===== src/hdl/lstt_pkg.sv =====
package lstt_pkg;

  localparam int unsigned TabW    = 6;
  localparam int unsigned ByteW   = 8;
  localparam int unsigned TabSizeMax = 63;

  localparam logic [TabW-1:0]  TAB_SIZE_RESET = 6'd8;
  localparam logic [ByteW-1:0] CH_TAB         = 8'd9;
  localparam logic [ByteW-1:0] CH_NEWLINE     = 8'd10;
  localparam logic [ByteW-1:0] CH_SPACE       = 8'd32;

  typedef struct packed {
    logic [ByteW-1:0] in_byte;
    logic             end_of_stream;
  } in_beat_t;

  typedef struct packed {
    logic [ByteW-1:0] out_byte;
    logic             last_of_run;
  } out_beat_t;

  // what one accepted beat produces: leading spaces, then optionally one char
  typedef struct packed {
    logic [TabW-1:0]  spaces;
    logic             has_char;
    logic [ByteW-1:0] emit_char;
    logic [TabW-1:0]  count_next;
    logic             recording_next;
  } act_t;

endpackage


===== src/hdl/leading_space_to_tab.sv =====
// channel | dir | handshake             | payload
// in      | in  | in_valid_i/in_stall_o | in_beat_i  (in_byte, end_of_stream)
// out     | out | out_valid_o/out_stall_i | out_beat_o (out_byte, last_of_run)
// cfg     | in  | cfg_we_i              | cfg_wdata_i (tab_size)
//
// One input beat per cycle when no flush is draining and the output is not
// stalled; a beat's first result shows in the cycle after it is accepted.
// A flush of N leftover spaces (plus the passed byte) drains one result beat
// at a time; the input is stalled while the remainder drains.
// Reset: count 0, recording on, tab size 8, output empty.
// Output stall freezes the output register and the drain; input stalls too.
module leading_space_to_tab (
  input  logic                        clk_i,
  input  logic                        rst_ni,
  input  logic                        in_valid_i,
  output logic                        in_stall_o,
  input  lstt_pkg::in_beat_t          in_beat_i,
  output logic                        out_valid_o,
  input  logic                        out_stall_i,
  output lstt_pkg::out_beat_t         out_beat_o,
  input  logic                        cfg_we_i,
  input  logic [lstt_pkg::TabW-1:0]   cfg_wdata_i
);

  logic [lstt_pkg::TabW-1:0]  tab_size_q;
  logic [lstt_pkg::TabW-1:0]  count_q, count_d;
  logic                       recording_q, recording_d;
  logic [lstt_pkg::TabW-1:0]  pend_cnt_q, pend_cnt_d;
  logic                       pend_vld_q, pend_vld_d;
  logic [lstt_pkg::ByteW-1:0] pend_chr_q, pend_chr_d;
  logic                       out_valid_q, out_valid_d;
  lstt_pkg::out_beat_t        out_beat_q, out_beat_d;

  logic           adv, pend_busy, acc;
  lstt_pkg::act_t act;

  lstt_decide u_decide (
    .beat_i      (in_beat_i),
    .count_i     (count_q),
    .recording_i (recording_q),
    .tab_size_i  (tab_size_q),
    .act_o       (act)
  );

  assign adv        = !out_valid_q || !out_stall_i;
  assign pend_busy  = (pend_cnt_q != '0) || pend_vld_q;
  assign in_stall_o = pend_busy || !adv;
  assign acc        = in_valid_i && !in_stall_o;

  always_comb begin
    count_d     = count_q;
    recording_d = recording_q;
    pend_cnt_d  = pend_cnt_q;
    pend_vld_d  = pend_vld_q;
    pend_chr_d  = pend_chr_q;
    out_valid_d = out_valid_q;
    out_beat_d  = out_beat_q;

    if (adv) begin
      out_valid_d = 1'b0;
      if (pend_busy) begin
        out_valid_d = 1'b1;
        if (pend_cnt_q != '0) begin
          out_beat_d.out_byte    = lstt_pkg::CH_SPACE;
          out_beat_d.last_of_run = (pend_cnt_q == lstt_pkg::TabW'(1)) && !pend_vld_q;
          pend_cnt_d             = pend_cnt_q - lstt_pkg::TabW'(1);
        end else begin
          out_beat_d.out_byte    = pend_chr_q;
          out_beat_d.last_of_run = 1'b1;
          pend_vld_d             = 1'b0;
        end
      end else if (acc) begin
        count_d     = act.count_next;
        recording_d = act.recording_next;
        if (act.spaces != '0) begin
          out_valid_d            = 1'b1;
          out_beat_d.out_byte    = lstt_pkg::CH_SPACE;
          out_beat_d.last_of_run = (act.spaces == lstt_pkg::TabW'(1)) && !act.has_char;
          pend_cnt_d             = act.spaces - lstt_pkg::TabW'(1);
          pend_vld_d             = act.has_char;
          pend_chr_d             = act.emit_char;
        end else if (act.has_char) begin
          out_valid_d            = 1'b1;
          out_beat_d.out_byte    = act.emit_char;
          out_beat_d.last_of_run = 1'b1;
        end
      end
    end
  end

  always_ff @(posedge clk_i or negedge rst_ni) begin
    if (!rst_ni) begin
      tab_size_q  <= lstt_pkg::TAB_SIZE_RESET;
      count_q     <= '0;
      recording_q <= 1'b1;
      pend_cnt_q  <= '0;
      pend_vld_q  <= 1'b0;
      out_valid_q <= 1'b0;
    end else begin
      if (cfg_we_i) begin
        tab_size_q <= cfg_wdata_i;
      end
      count_q     <= count_d;
      recording_q <= recording_d;
      pend_cnt_q  <= pend_cnt_d;
      pend_vld_q  <= pend_vld_d;
      out_valid_q <= out_valid_d;
    end
  end

  always_ff @(posedge clk_i) begin
    pend_chr_q <= pend_chr_d;
    out_beat_q <= out_beat_d;
  end

  assign out_valid_o = out_valid_q;
  assign out_beat_o  = out_beat_q;

endmodule


===== src/hdl/lstt_decide.sv =====
module lstt_decide (
  input  lstt_pkg::in_beat_t          beat_i,
  input  logic [lstt_pkg::TabW-1:0]   count_i,
  input  logic                        recording_i,
  input  logic [lstt_pkg::TabW-1:0]   tab_size_i,
  output lstt_pkg::act_t              act_o
);

  logic [lstt_pkg::TabW-1:0] ts;
  logic [lstt_pkg::TabW-1:0] cnt_inc;

  always_comb begin
    ts      = (tab_size_i == '0) ? lstt_pkg::TabW'(1) : tab_size_i;
    cnt_inc = count_i + lstt_pkg::TabW'(1);

    act_o                = '0;
    act_o.count_next     = count_i;
    act_o.recording_next = recording_i;

    if (beat_i.end_of_stream) begin
      act_o.spaces         = count_i;
      act_o.count_next     = '0;
      act_o.recording_next = 1'b1;
    end else if (recording_i && beat_i.in_byte == lstt_pkg::CH_SPACE) begin
      if (cnt_inc >= ts) begin
        act_o.has_char   = 1'b1;
        act_o.emit_char  = lstt_pkg::CH_TAB;
        act_o.count_next = '0;
      end else begin
        act_o.count_next = cnt_inc;
      end
    end else begin
      if (recording_i) begin
        act_o.spaces     = count_i;
        act_o.count_next = '0;
      end
      act_o.has_char       = 1'b1;
      act_o.emit_char      = beat_i.in_byte;
      act_o.recording_next = (beat_i.in_byte == lstt_pkg::CH_NEWLINE);
    end
  end

endmodule


===== config.mk =====
export PLATFORM = sky130hd
export DESIGN_NAME = leading_space_to_tab
export DESIGN_NICKNAME = d
export VERILOG_FILES = /design/src/hdl/lstt_pkg.sv /design/src/hdl/leading_space_to_tab.sv /design/src/hdl/lstt_decide.sv
export SDC_FILE = /design/constraint.sdc
export NUM_CORES = 1
export LEC_CHECK = 0
export BUFFER_PORTS_ARGS = -buffer_cell sky130_fd_sc_hd__buf_2
export CAP_MARGIN = 20
export CORE_MARGIN = 8
export CORE_UTILIZATION = 51
export CTS_BUF_LIST = sky130_fd_sc_hd__clkbuf_16
export CTS_CLUSTER_DIAMETER = 150
export DETAILED_ROUTE_END_ITERATION = 8
export PLACE_DENSITY = 0.75
export SYNTH_ARGS = -nofsm -noshare
export SYNTH_HDL_FRONTEND = slang
export SYNTH_SLANG_ARGS = --single-unit

===== constraint.sdc =====
create_clock -name clk_i -period 2.8 [get_ports clk_i]
set_input_delay 0.42 -clock clk_i [delete_from_list [all_inputs] [get_ports clk_i]]
set_output_delay 0.42 -clock clk_i [all_outputs]
set_load 0.005 [all_outputs]

### Word-level counts from Yosys, hierarchy flattened

Cells that the tools add are included.

| operators by class | value |
|---|---|
| add/sub/neg operators | 3 |
| magnitude comparators | 1 |
| equality and inequality tests | 7 |
| mux-type cells | 28 |
| bitwise logic cells | 1 |
| reduce and logical (&&, ||, !) cells | 26 |

Operator list:

| cell | count |
|---|---|
| 9-bit two-way mux | 7 |
| 6-bit two-way mux | 10 |
| 4-bit AND reduction | 5 |
| 15-bit two-way mux | 1 |
| 6-bit by 1-bit == test with 1-bit output (second input constant) | 2 |
| 6-bit nonzero test | 2 |
| 6-bit by 1-bit subtractor with 6-bit output (second input constant) | 2 |
| 1-bit two-way mux | 9 |
| 8-bit by 4-bit == test with 1-bit output (second input constant) | 1 |
| 8-bit by 6-bit == test with 1-bit output (second input constant) | 1 |
| 7-bit two-way mux | 1 |
| 6-bit by 1-bit adder with 6-bit output (second input constant) | 1 |
| 6-bit greater-or-equal comparator | 1 |
| 1-bit logical NOT | 6 |
| 6-bit logical NOT | 1 |
| 3-bit nonzero test | 2 |
| 1-bit logical AND | 4 |
| 2-bit != test (second input constant) | 2 |
| 2-bit nonzero test | 2 |
| 1-bit logical OR | 3 |
| 3-bit AND reduction | 1 |
| 2-bit by 1-bit != test with 1-bit output (second input constant) | 1 |
| 1-bit NOT | 1 |

| word-level totals | value |
|---|---|
| flip-flop bits (word level) | 38 |
| input bits | 20 |
| output and inout port bits | 11 |
| word-level logic and storage cells | 75 |

### Logic depth before layout (Yosys ltp)

Gate-level depths: netlist (run 1).

| logic depth | value |
|---|---|
| word-level depth | 11 |
| mapped depth | 9 |
| mapped depth without buffers | 9 |

### Hierarchy

Synthesis (run 1) repeated with hierarchy kept, for this count alone.

| second synthesis, totals | value |
|---|---|
| cells, all modules | 216 |
| area, all modules | 2269.7 um2 |

Modules (own cells, without submodules):

| module | times used | cells each | area an instance (um2) | seq. area each (um2) |
|---|---|---|---|---|
| leading_space_to_tab | 1 | 143 | 1766.7 | 1038.5 |
| lstt_decide | 1 | 73 | 503.0 | 0.0 |

### Least setup slack after synthesis (run 1)

No wires, ideal clock.

| timing path | value |
|---|---|
| path type | input-to-reg |
| start point | input port in_beat_i[7] (netlist bit) |
| end point | register pend_cnt_q[2] (netlist bit) |
| arrival | 2.841 ns |
| data required time | 2.675 ns |
| setup slack | -0.166 ns |
| stages on the path | 9 |
| buffers on the path | 0 |
| cells stage by stage | or4_4 o41a_1 nand2_1 ha_1 nand2b_1 or4_4 a31oi_4 nor2_2 mux2_4 |

| between the ends | value |
|---|---|
| cells in the longest elaborated chain, start to end | 8 |
| elaborated cells on any way between the ends | 11 |
| those cells by class | 1 x add/sub; 1 x eq/ne; 5 x mux; 4 x reduce/logical |

Ends and longest elaborated chain:

| item | line | text |
|---|---|---|
| from (decl) | leading_space_to_tab.sv:17 | `input lstt_pkg::in_beat_t in_beat_i,` |
| 8-bit by 6-bit == test with 1-bit output (*) | lstt_decide.sv:24 | `end else if (recording_i && beat_i.in_byte == lstt_pkg::CH_SPACE) begin` |
| 1-bit logical AND (*) | lstt_decide.sv:24 |  |
| 6-bit two-way mux (*) | lstt_decide.sv:24 |  |
| 6-bit two-way mux (*) | lstt_decide.sv:20 | `if (beat_i.end_of_stream) begin` |
| 6-bit by 1-bit subtractor with 6-bit output | leading_space_to_tab.sv:79 | `pend_cnt_d = act.spaces - lstt_pkg::TabW'(1);` |
| 6-bit two-way mux | leading_space_to_tab.sv:75 | `if (act.spaces != '0) begin` |
| 6-bit two-way mux | leading_space_to_tab.sv:72 | `end else if (acc) begin` |
| 6-bit two-way mux | leading_space_to_tab.sv:61 | `if (pend_busy) begin` |
| to (signal assigned) | leading_space_to_tab.sv:105 | `pend_cnt_q <= pend_cnt_d;` |
| to (decl) | leading_space_to_tab.sv:28 | `logic [lstt_pkg::TabW-1:0] pend_cnt_q, pend_cnt_d;` |

Every way passes the cells marked *; elsewhere a longest branch is shown, timed or not. The select of a mux whose other input is x is not followed.
A chain may end at the register's enable or synchronous reset.

### Worst setup path in the final report (run 1)

| timing path | value |
|---|---|
| start point | input port in_beat_i[7] (netlist bit) |
| end point | register pend_cnt_q[3] (netlist bit) |

Same word-level chain as after synthesis.

==> run metrics, run 1 <==
Cell variety after synth 51; number of fill cells 350; Worst-path clk slew 0.06 ns; top cells by area, synth edfxtp_1, dfrtp_1, ha_1; Worst setup EP type flip-flop; commonest cells in the netlist nand2_1, dfrtp_1, edfxtp_1, nor2_1, o21ai_0; num ports 31; Flop pwr share 0.401; leakage power of the design 1.22 nW; ys flop type dfrtp_1; CTS H-tree depth 2; top-area cell type share of the netlist area 0.227; aggregate routed wire length 5280 um; layout cells sized above 1 0.281; Die H 82.5 um; Post-synth EDFFs 17; PD cells 661 nW/um2; Worst Skew 0.00161 ns; hold crit path type input port to asynchronous set/reset pin; DR pass1 iterations 4; TritonCTS clock tree yes; Clock Power Share 0.397; WL/cell 16.2 um; Slew Viols, Final 0; total CTS buffers 5; Max-Cap Viols 0; Multi-input gate area 1160 um2; RSZ-0062 raised after global routing false; Horiz. Die Dim 82.5 um; Cell Int Power 1.35 mW; area delta synth->final 25.0%; Syn. warnings 0; core area 4290 um2; asr flop ratio synth 0.553; grt ovf 0; largest net degree at the start of global routing 22; Final GP Congestion 0.816; RR Startpoint count_q[1]; # DRC 0; later-pin clock latency in the skew report 0.28 ns; DP HPWL 3990 um; nets 305; Worst EP arrival 2.83 ns; worst path required time 2.97 ns; initial antenna violation count 0; largest area contributor in the netlist edfxtp_1; syn_nets 257; sequential area share after synthesis 0.461; Net Sw Power 509 uW; post-CTS setup buffer count 0; worst-margin pin slew 0.810 ns; number of global-route vias before repair 1905; # resized after CTS 0; Total Routing Usage GR 0.166; clock root buffer clkbuf_16; Antenna diodes 0; worst setup margin 0.140 ns; final hold vios 0; CTS Hold Buffers Added 0; Clock Sinks 38; Tmin final 2.66 ns; Mapped Area 2250 um2; via/cell ratio 5.68; kind of critical path input port to flip-flop; final worst path period share 0.950; Vias 1851; Setup Viol. Count Final 0; Max Freq 0.376 GHz; Max Fanout on Critical Path 9; Iter 0 DRT Violations 117; area of the die 6800 um2; Routed Antenna Nets 0; port bufs 30; Worst VDD drop 321 uV; first-pass GRT wire length 8660 um; initial core utilization 0.524; register area 1040 um2; number of synthesized register bits 38; Mean Syn Cell Area 10.0 um2; Post-Syn Instances 225; Startpoint Class input port; fin cells 326; status finished, final reports clean; pre-CTS setup slack -0.148 ns; combinational share of power 0.202; row cnt 24; Critical Path Source in_beat_i[7]; most numerous cell in the Yosys netlist nand2_1; Slew headroom 0.459; sw frac 0.274; clk buf depth 2; Post-Place Cells 318
-- logic make-up after synthesis --
group           after synthesis  share of synthesized area
compound gates               58                      0.200
buf+inv                      23                     0.0383
mux                           2                     0.0117
simple gates                 86                      0.199
fa+ha+maj                    12                     0.0667
flops                        38                      0.461
xor+xnor                      6                     0.0233
-- layer usage --
| metal | global-route usage | routed length [um] | vias up |
|---|---|---|---|
| li1 | - | - | 922 |
| met1 | 0.194 | 2290 | 875 |
| met2 | 0.285 | 2650 | 45 |
| met3 | 0.0346 | 257 | 9 |
| met4 | 0.0754 | 87 | 0 |
| met5 | 0 | 0 | - |
-- sequential cells by signal, summed over array words and instances (netlist names) --
signal / flops
pend_chr_q: 8
count_q: 6
pend_cnt_q: 6
pend_vld_q: 1
tab_size_q: 6
out_valid_o: 1
recording_q: 1
out_beat_o: 9
-- power by group through the flow --
stage	sequential (mW)	clock, mW	combinational, mW
2_1_floorplan	0.721	0	0.263
3_3_place_gp	0.747	0	0.353
3_5_place_dp	0.750	0	0.368
4_1_cts	0.742	0.747	0.375
5_1_grt	0.754	0.767	0.413
6_report	0.745	0.739	0.376
-- through the flow --
step | utilization | TNS (ns) | hold slack (ns) | power (mW) | cell area (um2)
2_1_floorplan | - | -0.111 | 0.124 | 0.985 | 2270
3_3_place_gp | 0.608 | -0.357 | 0.416 | 1.10 | 2610
3_5_place_dp | 0.608 | -0.487 | 0.416 | 1.12 | 2610
4_1_cts | 0.653 | 0 | 0.117 | 1.86 | 2800
5_1_grt | 0.656 | 0 | 0.145 | 1.93 | 2820
6_report | 0.656 | 0 | 0.103 | 1.86 | 2820
-- path summary, 6_finish.rpt --
check,end,slack [ns],cells past startpoint
setup / recovery,pend_cnt_q[3],0.14,11
setup reg to reg,out_beat_o[4],0.15,10
max in group asynchronous,tab_size_q[3],2.34,1
hold reg to reg,pend_cnt_q[1],0.52,2
hold / removal,pend_cnt_q[3],0.10,1
min in group clk_i,tab_size_q[4],0.34,3
-- cell type report --
class / count / area share
multi-input cells: 164 / 0.411
flip-flops and latches: 38 / 0.369
clock inverters: 3 / 0.0244
inverters: 15 / 0.0200
clock buffers: 5 / 0.0444
well taps: 52 / 0.0231
repair buffers: 49 / 0.108
-- worst max-delay path: stages --
cell,delay [ns]
buf_2,0.10
or4_4,0.54
o41a_1,0.44
nand2_2,0.13
ha_4,0.13
nand2b_1,0.04
or4_4,0.44
a31oi_4,0.21
buf_12,0.15
a21oi_1,0.04
o22a_1,0.18
-- placed cells by master, fill, tap and decap left out, types with 2 or more instances in the layout --
master	Yosys	routed
a21o_1	4	4
a21oi_1	6	6
a22o_1	7	7
a22oi_1	2	2
a31oi_1	2	2
and2_1	3	3
buf_2	0	30
buf_4	0	18
bufinv_16	0	2
clkbuf_16	0	5
dfrtp_1	19	19
dfstp_2	2	2
edfxtp_1	17	17
ha_1	12	11
inv_1	15	15
nand2_1	20	18
nand2_2	0	2
nand2b_1	3	3
nand3_1	9	9
nor2_1	17	16
nor2_2	1	2
nor2b_1	7	7
nor3_1	9	9
nor3b_1	3	3
nor4_1	2	2
o211ai_1	2	2
o21ai_0	17	17
o22a_1	2	2
o41a_1	2	2
or2_2	3	3
or3_1	2	2
or4_4	2	2
xnor2_1	4	4
xor2_1	2	2
No activity file was read; power rests on OpenSTA's default activity.
==> run 2: changes to the inputs <==
- CORE_ASPECT_RATIO: not set -> 1.4
- CORE_MARGIN: 8 -> not set
==> run 2 against run 1 <==
Effect of this change: global-route usage is 6.7 points higher; clock skew is 0.0019 ns higher; combinational power is 3% lower; clock power is 1% lower; highest routed layer unchanged.
==> run metrics, run 2 (synthesis gave the netlist of run 1 again) <==
status finished, final reports clean; Antenna diodes 0 (unchanged); worst-margin pin slew 0.786 ns (-0.0236 ns); port bufs 30 (unchanged); kind of critical path flip-flop to flip-flop; final hold vios 0 (unchanged); Tmin final 2.68 ns (+0.0187 ns); later-pin clock latency in the skew report 0.28 ns (about the same); area of the die 4690 um2 (-31%); post-CTS setup buffer count 0 (unchanged); Startpoint Class flip-flop; area delta synth->final 25.4%; total CTS buffers 5 (unchanged); Max Freq 0.373 GHz (-0.70%); aggregate routed wire length 4870 um (-7.8%); num ports 31 (unchanged); Max-Cap Viols 0 (unchanged); Final GP Congestion 0.940 (+15%); sw frac 0.268 (-0.00627); Design Area, Final 2820 um2 (+0.31%); Vias 1875 (+1.3%); CTS H-tree depth 2 (unchanged); number of global-route vias before repair 1844 (-3.2%); WL/cell 14.4 um (-11%); Slew Viols, Final 0 (unchanged); fin cells 337 (+3.4%); Flop pwr share 0.406 (+0.005); pre-CTS setup slack -0.136 ns (+0.0124 ns); Placed Instance Area 2630 um2 (+0.77%); Worst EP arrival 2.72 ns (-0.11 ns); DR pass1 iterations 4 (unchanged); Cell Int Power 1.35 mW (-0.24%); worst path required time 2.84 ns (-0.13 ns); crit path max-delay cell type dfrtp_1; initial antenna violation count 0 (unchanged); Post-Place Cells 329 (+3.5%); CTS Hold Buffers Added 0 (unchanged); initial core utilization 0.531 (+0.00681); critical-path cell list ha_1 -> nand3_1 -> xnor2_1 -> ha_1 -> a21o_1 -> a21oi_1 -> o211a_1 -> nor2_1 -> buf_4 -> a32o_1; Clock Power Share 0.396 (about the same); worst setup margin 0.121 ns (-0.0187 ns); layout cells sized above 1 0.285 (+0.00418); hold crit path type input port to asynchronous set/reset pin; TritonCTS clock tree yes; Worst Skew 0.00351 ns (+0.00190 ns); delay-heaviest family, CP compound AO/OA/AOI/OAI gates; Setup Viol. Count Final 0 (unchanged); Horiz. Die Dim 58.2 um (-29%); Iter 0 DRT Violations 77 (-34%); Max Fanout on Critical Path 7 (-2); Routed Antenna Nets 0 (unchanged); crit-path max cell delay 0.48 ns (-0.06 ns); largest net degree at the start of global routing 22 (unchanged); RSZ-0062 raised after global routing false; max reg flops 9 (unchanged); Worst-path clk slew 0.06 ns (about the same); total power 1.84 mW (-1.1%); most numerous cell on the critical path ha_1; core area 4240 um2 (-1.3%); most common cell after layout, fill and taps aside buf_2; clk buf depth 2 (unchanged); Worst setup EP type flip-flop; Slew headroom 0.475 (+0.0157); Clock Sinks 38 (unchanged); leakage power of the design 1.23 nW (+0.63%); # resized after CTS 0 (unchanged); crit path buf inv count 1 (-1); nets 308 (+0.98%); via/cell ratio 5.56 (-2.0%); R2R setup slack 0.12 ns (-0.03 ns); Worst VDD drop 418 uV (+30%); Die H 80.6 um (-2.2%); first-pass GRT wire length 8200 um (-5.3%); DP HPWL 3660 um (-8.5%); # DRC 0 (unchanged); grt ovf 0 (unchanged); Total Routing Usage GR 0.233 (+0.0674); Net Sw Power 492 uW (-3.4%); final worst path period share 0.957 (+0.00668); most frequent cells in the layout buf_2, buf_4, dfrtp_1, nand2_1; PD cells 651 nW/um2 (-1.4%); clock root buffer clkbuf_16; combinational share of power 0.198 (-0.004); row cnt 28 (+17%)
-- run 2: cell types whose count changed in the layout (fill, tap and decap cells not counted) --
| cell | delta |
|---|---|
| nor2_2 | -1 |
| nor2_1 | +1 |
| buf_4 | +4 |
| o221a_2 | +1 |
| o221a_4 | -1 |
| buf_12 | -1 |
-- run 2: path summary, 6_finish.rpt --
path / from / end / cells after the start
setup / recovery: count_q[0] / out_beat_o[1] / 10
max in group asynchronous: rst_ni / recording_q / 1
min in group clk_i: cfg_wdata_i[4] / tab_size_q[4] / 3
hold reg to reg: recording_q / recording_q / 2
hold / removal: rst_ni / pend_cnt_q[0] / 1
setup reg to reg: count_q[0] / out_beat_o[1] / 10
-- run 2: layer usage --
metal / global-route usage / wire, um / up-vias
met5: 0 / 0 / -
met4: 0.0976 / 89 / 0
met3: 0.0515 / 156 / 9
met2: 0.424 / 2610 / 51
met1: 0.255 / 2010 / 889
li1: - / - / 926
-- run 2: worst register-to-register path: stages (launching register included) --
cell,delay [ns]
dfrtp_1,0.48
ha_1,0.29
nand3_1,0.12
xnor2_1,0.22
ha_1,0.28
a21o_1,0.18
a21oi_1,0.23
o211a_1,0.21
nor2_1,0.07
buf_4,0.15
a32o_1,0.21
-- run 2: power groups by stage --
stage / combinational (mW) / clock, mW / sequential (mW)
2_1_floorplan: 0.263 / 0 / 0.721
3_3_place_gp: 0.350 / 0 / 0.750
3_5_place_dp: 0.357 / 0 / 0.752
4_1_cts: 0.367 / 0.740 / 0.742
5_1_grt: 0.410 / 0.755 / 0.756
6_report: 0.365 / 0.728 / 0.746
-- run 2: cell type report --
cell class	count	area (um2)
flip-flops and latches	38	1040
well taps	60	75.1
clock buffers	5	125
multi-input cells	164	1140
repair buffers	52	315
clock inverters	3	68.8
fillers	346	1420
inverters	15	56.3
-- run 2: per-stage QoR --
stage	util	hold WS, ns	TNS (ns)
floorplan	-	0.124	-0.111
global placement	0.620	0.403	-0.426
detailed placement	0.620	0.405	-0.615
CTS	0.666	0.106	0
global route	0.666	0.143	0
finish	0.666	0.0922	0
